===== src/hdl/nnstc_pkg.sv =====
// Shared types and constants of the nearest-neighbor square compositor.
package nnstc_pkg;

   localparam int COORD_W = 12;
   localparam int PIXEL_W = 8;
   localparam int CSR_INDEX_W = 3;
   localparam int CSR_DATA_W = 13;
   localparam int SRC_REG_W = 10;
   localparam int CANVAS_REG_W = 13;
   localparam int CHAN_REG_W = 3;

   localparam logic [CSR_INDEX_W-1:0] CSR_SOURCE_WIDTH  = 3'd0;
   localparam logic [CSR_INDEX_W-1:0] CSR_SOURCE_HEIGHT = 3'd1;
   localparam logic [CSR_INDEX_W-1:0] CSR_CANVAS_WIDTH  = 3'd2;
   localparam logic [CSR_INDEX_W-1:0] CSR_CANVAS_HEIGHT = 3'd3;
   localparam logic [CSR_INDEX_W-1:0] CSR_CHANNEL_COUNT = 3'd4;

   localparam logic [SRC_REG_W-1:0]    RST_SOURCE_WIDTH  = 10'd512;
   localparam logic [SRC_REG_W-1:0]    RST_SOURCE_HEIGHT = 10'd512;
   localparam logic [CANVAS_REG_W-1:0] RST_CANVAS_WIDTH  = 13'd1920;
   localparam logic [CANVAS_REG_W-1:0] RST_CANVAS_HEIGHT = 13'd1080;
   localparam logic [CHAN_REG_W-1:0]   RST_CHANNEL_COUNT = 3'd1;

   localparam logic OP_LOAD = 1'b0;
   localparam logic OP_READ = 1'b1;

   localparam logic [CHAN_REG_W-1:0] CHAN_FORCE_WHITE = 3'd2;
   localparam logic [PIXEL_W-1:0] WHITE = 8'd255;
   localparam logic [PIXEL_W-1:0] BLACK = 8'd0;
   localparam logic [PIXEL_W-1:0] THRESH = 8'd128;

   typedef enum logic [2:0] {
      S_IDLE,
      S_CHECK,
      S_DIVY,
      S_DIVX,
      S_RD,
      S_WAIT,
      S_OUT
   } state_type;

   typedef struct packed {
      logic start;
   } div_ctrl_type;

   typedef struct packed {
      logic busy;
      logic done;
   } div_stat_type;

endpackage


===== src/hdl/nnstc_div.sv =====
// Restoring divider, one quotient bit per cycle; quotient known to fit QW bits.
module nnstc_div #(
   parameter int NW = 22,
   parameter int DW = 13,
   parameter int QW = 9
) (
   input  logic                   clock,
   input  logic                   reset,
   input  nnstc_pkg::div_ctrl_type ctrl,
   input  logic [NW-1:0]          numer,
   input  logic [DW-1:0]          denom,
   output nnstc_pkg::div_stat_type stat,
   output logic [QW-1:0]          quot
);

   localparam int CNTW = $clog2(QW + 1);

   logic [DW-1:0]   rem_ff, rem_in;
   logic [DW-1:0]   den_ff, den_in;
   logic [QW-1:0]   num_ff, num_in;
   logic [QW-1:0]   q_ff, q_in;
   logic [CNTW-1:0] cnt_ff, cnt_in;
   logic            busy_ff, busy_in;
   logic            done_ff, done_in;
   logic [DW:0]     trial;
   logic [DW:0]     diff;
   logic            ge;

   always_comb begin
      trial = {rem_ff, num_ff[QW-1]};
      diff = trial - {1'b0, den_ff};
      ge = trial >= {1'b0, den_ff};
      rem_in = rem_ff;
      den_in = den_ff;
      num_in = num_ff;
      q_in = q_ff;
      cnt_in = cnt_ff;
      busy_in = busy_ff;
      done_in = 1'b0;
      if (ctrl.start) begin
         rem_in = DW'(numer >> QW);
         den_in = denom;
         num_in = numer[QW-1:0];
         q_in = '0;
         cnt_in = CNTW'(QW);
         busy_in = 1'b1;
      end else if (busy_ff) begin
         rem_in = ge ? diff[DW-1:0] : trial[DW-1:0];
         num_in = num_ff << 1;
         q_in = {q_ff[QW-2:0], ge};
         cnt_in = cnt_ff - CNTW'(1);
         busy_in = cnt_ff != CNTW'(1);
         done_in = cnt_ff == CNTW'(1);
      end
   end

   always_ff @(posedge clock) begin
      if (reset) begin
         busy_ff <= 1'b0;
         done_ff <= 1'b0;
         cnt_ff <= '0;
      end else begin
         busy_ff <= busy_in;
         done_ff <= done_in;
         cnt_ff <= cnt_in;
      end
      rem_ff <= rem_in;
      den_ff <= den_in;
      num_ff <= num_in;
      q_ff <= q_in;
   end

   assign stat.busy = busy_ff;
   assign stat.done = done_ff;
   assign quot = q_ff;

endmodule


===== config.mk =====
export PLATFORM = sky130hd
export DESIGN_NAME = nnstc_div
export DESIGN_NICKNAME = d
export VERILOG_FILES = /design/src/hdl/nnstc_pkg.sv /design/src/hdl/nnstc_div.sv
export SDC_FILE = /design/constraint.sdc
export NUM_CORES = 1
export LEC_CHECK = 0
export BUFFER_PORTS_ARGS = -buffer_cell sky130_fd_sc_hd__clkbuf_2
export CORE_MARGIN = 2
export CORE_UTILIZATION = 52
export CTS_BUF_LIST = sky130_fd_sc_hd__clkbuf_8
export DETAILED_ROUTE_END_ITERATION = 16
export PLACE_DENSITY_LB_ADDON = 0.15
export SYNTH_ARGS = -nofsm -noshare
export SYNTH_HDL_FRONTEND = slang
export SYNTH_SLANG_ARGS = --single-unit

===== constraint.sdc =====
create_clock -name clock -period 3.3 [get_ports clock]
set_input_delay 0.495 -clock clock [delete_from_list [all_inputs] [get_ports clock]]
set_output_delay 0.495 -clock clock [all_outputs]
set_load 0.02 [all_outputs]

### Word level (Yosys, flattened, before mapping)

Cells that the tools add are included.

* register bits: 50
* input bits: 38
* output and inout port bits: 11
* logic and storage cells: 26

* add/sub/neg operators: 2
* $lt $le $gt $ge: 1
* eq/ne operators: 2
* multiplexer cells: 9
* bitwise operators: 1
* reduce and logical (&&, ||, !) cells: 3

Operator list (count)
* 13-bit 2-to-1 mux: 3
* 9-bit 2-to-1 mux: 2
* 14-bit by 13-bit greater-or-equal comparator with 1-bit output: 1
* 13-bit subtractor: 1
* 4-bit 2-to-1 mux: 2
* 4-bit by 1-bit equality test with 1-bit output (second input constant): 1
* 4-bit by 1-bit != test with 1-bit output (second input constant): 1
* 4-bit by 1-bit subtractor with 4-bit output (second input constant): 1
* 3-bit OR reduction: 1
* 1-bit 2-to-1 mux: 2
* 2-bit nonzero test: 1
* 2-bit OR reduction: 1
* 1-bit NOT: 1

### Longest topological paths before layout

* depth in word-level cells: 4
* depth in mapped cells: 12
* mapped depth without buffers: 11

### Worst setup path after synthesis

Ideal clock, no wire load.

* path type: reg2reg
* start: reg num_ff[8]
* end: reg rem_ff[1], data pin
* arrival time: 2.741 ns
* data required time: 3.034 ns
* path slack: 0.293 ns
* cell stages (with the launch flop): 13
* path buffers: 1
* period minus slack after synthesis: 3.007 ns
* cell sequence: edfxtp_1 inv_1 ha_1 inv_1 fa_1 a211oi_2 o21ai_1 a31o_1 o2111a_1 a2111oi_4 buf_4 mux2i_1 o21ai_1

* word-level cells in the longest chain between the ends: 4
* elaborated cells between the ends (all ways): 5

RTL lines
* start: declaration: line nnstc_div.sv:20 `logic [QW-1:0] num_ff, num_in;`
* start signal: assignment: line nnstc_div.sv:69 `num_ff <= num_in;`
* 13-bit subtractor / 14-bit by 13-bit greater-or-equal comparator with 1-bit output (equally long branches): line nnstc_div.sv:31, nnstc_div.sv:32
* 13-bit 2-to-1 mux (*): line nnstc_div.sv:48 `rem_in = ge ? diff[DW-1:0] : trial[DW-1:0];`
* 13-bit 2-to-1 mux (*): line nnstc_div.sv:47 `end else if (busy_ff) begin`
* 13-bit 2-to-1 mux (*): line nnstc_div.sv:40 `if (ctrl.start) begin`
* named net rem_in[1]: line nnstc_div.sv:18 `logic [DW-1:0] rem_ff, rem_in;`
* end signal: assignment: line nnstc_div.sv:67 `rem_ff <= rem_in;`
* end: declaration: line nnstc_div.sv:18

Mark *: on every way through the listed nets, which the timed path passes. The rest lies on a longest branch. The select of a mux whose other input is x is not followed.
A chain may end at the register's enable or synchronous reset.

### Worst setup path in the final report

* start: reg num_ff[8]
* end: reg rem_ff[0], data pin

Same word-level chain as after synthesis.

==> reports/qor.yml <==
run_status:
  status: "completed"
synth:
  yosysWarnings: 0
  synth_top_area_cell: "edfxtp_1"
  synthTopCellsByArea: "edfxtp_1 (40%), dfxtp_1 (11%), ha_1 (7.1%), mux2i_1 (4.2%), mux2_2 (3.8%)"
  synth_seq_cells: 50
  ys.flop_type: "edfxtp_1"
  syn_area_per_cell_um2: 11.22
  synthArstFlopShare_pct: 0
  synth-edff-count: 35
  ys_seq_area_share_pct: 51.04
  synth_cells: 236
  yosysTopAreaCellShare_pct: 39.70
  syn-num-nets: 290
  yosys-top-cells-count: "edfxtp_1 (35), nor2_1 (19), inv_1 (18)"
  syn-cell-area_mm2: 0.002648
  yosysMostFrequentCell: "edfxtp_1"
  netlist-cell-type-count: 41
power:
  power_switching_mw: 0.5314
  seq_power_share_pct: 44.6
  p_leak_nw: 1.319
  p_clk_share_pct: 24.1
  p_per_area_mw_per_mm2: 590.5
  internal_power_mw: 1.291
  pwr-share-comb_pct: 31.4
  irDropWorstVdd_v: 0.0003352
  swShare_pct: 29.16
clock_tree:
  clock_path_buffers: 2
  postCtsSetupBuffers: 0
  cts_hold_buf: 0
  clkTransAtPathRegs_ns: 0.09
  numCtsBuffers: 5
  clk_latency_ns: 0.30
  cts-htree-levels: 2
  cts_sinks: 50
  clockRootBuffer: "clkbuf_8"
  cts_tree: "done"
timing:
  fmax_mhz: 324.8
  report.final.slew_viol_count: 0
  final_hold_viol_count: 0
  fin_crit_sh_pct: 93.31
  tightestPinTransition_ns: 0.7630
  period_needed_ns: 3.079
  setup_tns_ns: 0
  rsz0062_at_grt: "false"
  finalSetupViolCount: 0
  max-slew-margin-rel_pct: 49.06
  fin_worst_skew_ns: 0.005261
layout:
  antenna_cells: 0
  nets: 339
  area_growth_pct: 16.54
  fin_area_mm2: 0.003085
  drive_gt1_share_pct: 26.22
global_routing:
  overflow: 0
  grt_max_degree: 31
  track_usage_pct: 17.63
  antenna_found_initial: 0
  first_global_vias: 1770
  grt_pass1_wl_um: 7610
critical_path:
  r2r_start: "num_ff[8]$_DFFE_PP_"
  cp-end-kind: "register"
  crit_chain: "inv_1, ha_1, inv_1, fa_1, a211oi_2, o21ai_1, a31o_1, o2111a_1, a2111oi_4, buf_12, mux2i_1, mux2_2"
  cp_data_arrival_time_ns: 3.14
  worstPathRequired_ns: 3.36
  criticalPathCategory: "register to register"
  worst-path-buf-inv: 3
  slowest_stage: "fa_1"
  cp_top_family: "compound AO/OA/AOI/OAI gates"
  worst_setup_path_start_kind: "register"
  critPathMaxStageDelay_ns: 0.43
  crit_start: "num_ff[8]$_DFFE_PP_"
  crit_fanout: 11
  cp_common_cell: "inv_1"
floorplanning:
  initial_core_util_pct: 54.96
  dieWidth_um: 75.36
  dieArea_mm2: 0.005678
  fp-row-count: 25
  ios: 49
  core_mm2: 0.004817
  die_h_um: 75.36
drt:
  wl_met2_um: 2112
  dr.max_layer_used: "met4"
  wl_met3_um: 244
  dr_total_vias: 1871
  wl_met1_um: 2135
  ant_nets: 0
  drc: 0
  wl_per_cell_um: 12.93
  viasPerCell: 5.300
  dr.pass1.iters: 4
  wirelength_um: 4565
  first_iter_violations: 90
placed_design:
  finalWeightedCongestion: 0.8507
  post-dp-hpwl_um: 3358
  io_buffers: 48
  post_dp_cell_area_mm2: 0.002969
min_path:
  worstHoldStart: "denom[5]"
  hold_path.class: "input port to register"
job:
  cap_violations: 0
## logic make-up (layout without fill, tap and decap cells)
kind of cell               count (synthesis)  after routing  synth area share (%)
and+or+nand+nor                           59             59                 11.34
adders and majority gates                 16             16                 7.845
AOI/OAI and AO/OA                         50             50                 13.33
buffers and inverters                     30             80                 4.820
muxes                                     20             20                 7.987
DFF                                       50             50                 51.04
xor gates and xnor gates                  11             11                 3.639
## layout by cell type, fill, tap and decap left out, drive strengths merged, types with 2 or more instances in the layout
cell / synthesis / layout
a211oi: 3 / 3
or3b: 2 / 2
a21oi: 16 / 16
nand2b: 2 / 2
xnor2: 4 / 4
clkbuf: 6 / 54
inv: 18 / 19
mux2i: 11 / 11
nor3: 4 / 4
ha: 15 / 15
edfxtp: 35 / 35
nand2: 13 / 13
a21o: 5 / 5
a21boi: 2 / 2
xor2: 7 / 7
nand3b: 6 / 6
buf: 6 / 6
a2111oi: 2 / 2
nor4b: 2 / 2
dfxtp: 15 / 15
o21ai: 10 / 10
o311ai: 6 / 6
nor2: 19 / 19
nor2b: 5 / 5
o211ai: 2 / 2
mux2: 9 / 9
## final cells by class
class | instances | area [um^2]
fill | 422 | 1732
sequential | 50 | 1351
multi-input combinational | 156 | 1169
timing repair buffer | 54 | 297.8
tap | 67 | 83.83
clock buffer | 6 | 82.58
inverter | 18 | 67.56
clock inverter | 2 | 33.78
## power by group through the flow
stage	Sequential, mW	Clock, mW	Combinational (mW)
2_1_floorplan	0.810	0	0.436
3_3_place_gp	0.825	0	0.562
3_5_place_dp	0.827	0	0.568
4_1_cts	0.813	0.457	0.573
5_1_grt	0.822	0.480	0.639
6_report	0.813	0.438	0.571
## repair_timing
item,CTS,global route
endpoints found under the setup margin,0,9
endpoints found under the hold margin,0,0
gates resized for setup,0,0
## flip-flops by register name, summed over array words and instances, names as in the netlist
signal   cells
rem_ff      13
quot         9
den_ff      13
num_ff       9
cnt_ff       4
busy_ff      1
done_ff      1
## per-stage QoR
step / hold WS, ns / total power, mW / cells / util (%) / setup slack [ns]
CTS: 0.3508 / 1.843 / 353 / 64.05 / 0.08861
detailed placement: 0.4851 / 1.395 / 345 / 61.64 / 0.1123
global placement: 0.4793 / 1.388 / 345 / 61.64 / 0.2158
finish: 0.3629 / 1.822 / 353 / 64.05 / 0.2208
global route: 0.3456 / 1.941 / 353 / 64.05 / 0.01781
floorplan: 0.4683 / 1.246 / 236 / - / 0.2935
## final timing paths
path / to / slack [ns] / cells after the start
max reg2reg: rem_ff[0]$_DFFE_PP_ / 0.22 / 12
max: rem_ff[0]$_DFFE_PP_ / 0.22 / 12
min: den_ff[5]$_DFFE_PP_ / 0.36 / 1
min reg2reg: quot[8]$_SDFFE_PP0P_ / 0.50 / 2
## worst register-to-register path: cells and delay by family, from the launching register on
kind | cells | cell delay (ns)
compound gates | 5 | 1.23
fa+ha+maj | 2 | 0.59
flops | 1 | 0.37
buf+inv | 3 | 0.32
mux | 2 | 0.34
## per-layer routing
| metal | GRT usage [%] | up-vias |
|---|---|---|
| met1 | 22.62 | 870 |
| li1 | - | 948 |
| met2 | 28.70 | 46 |
| met5 | 0 | - |
| met3 | 5.291 | 7 |
| met4 | 5.848 | 0 |
Power figures use the tool's default switching activity.
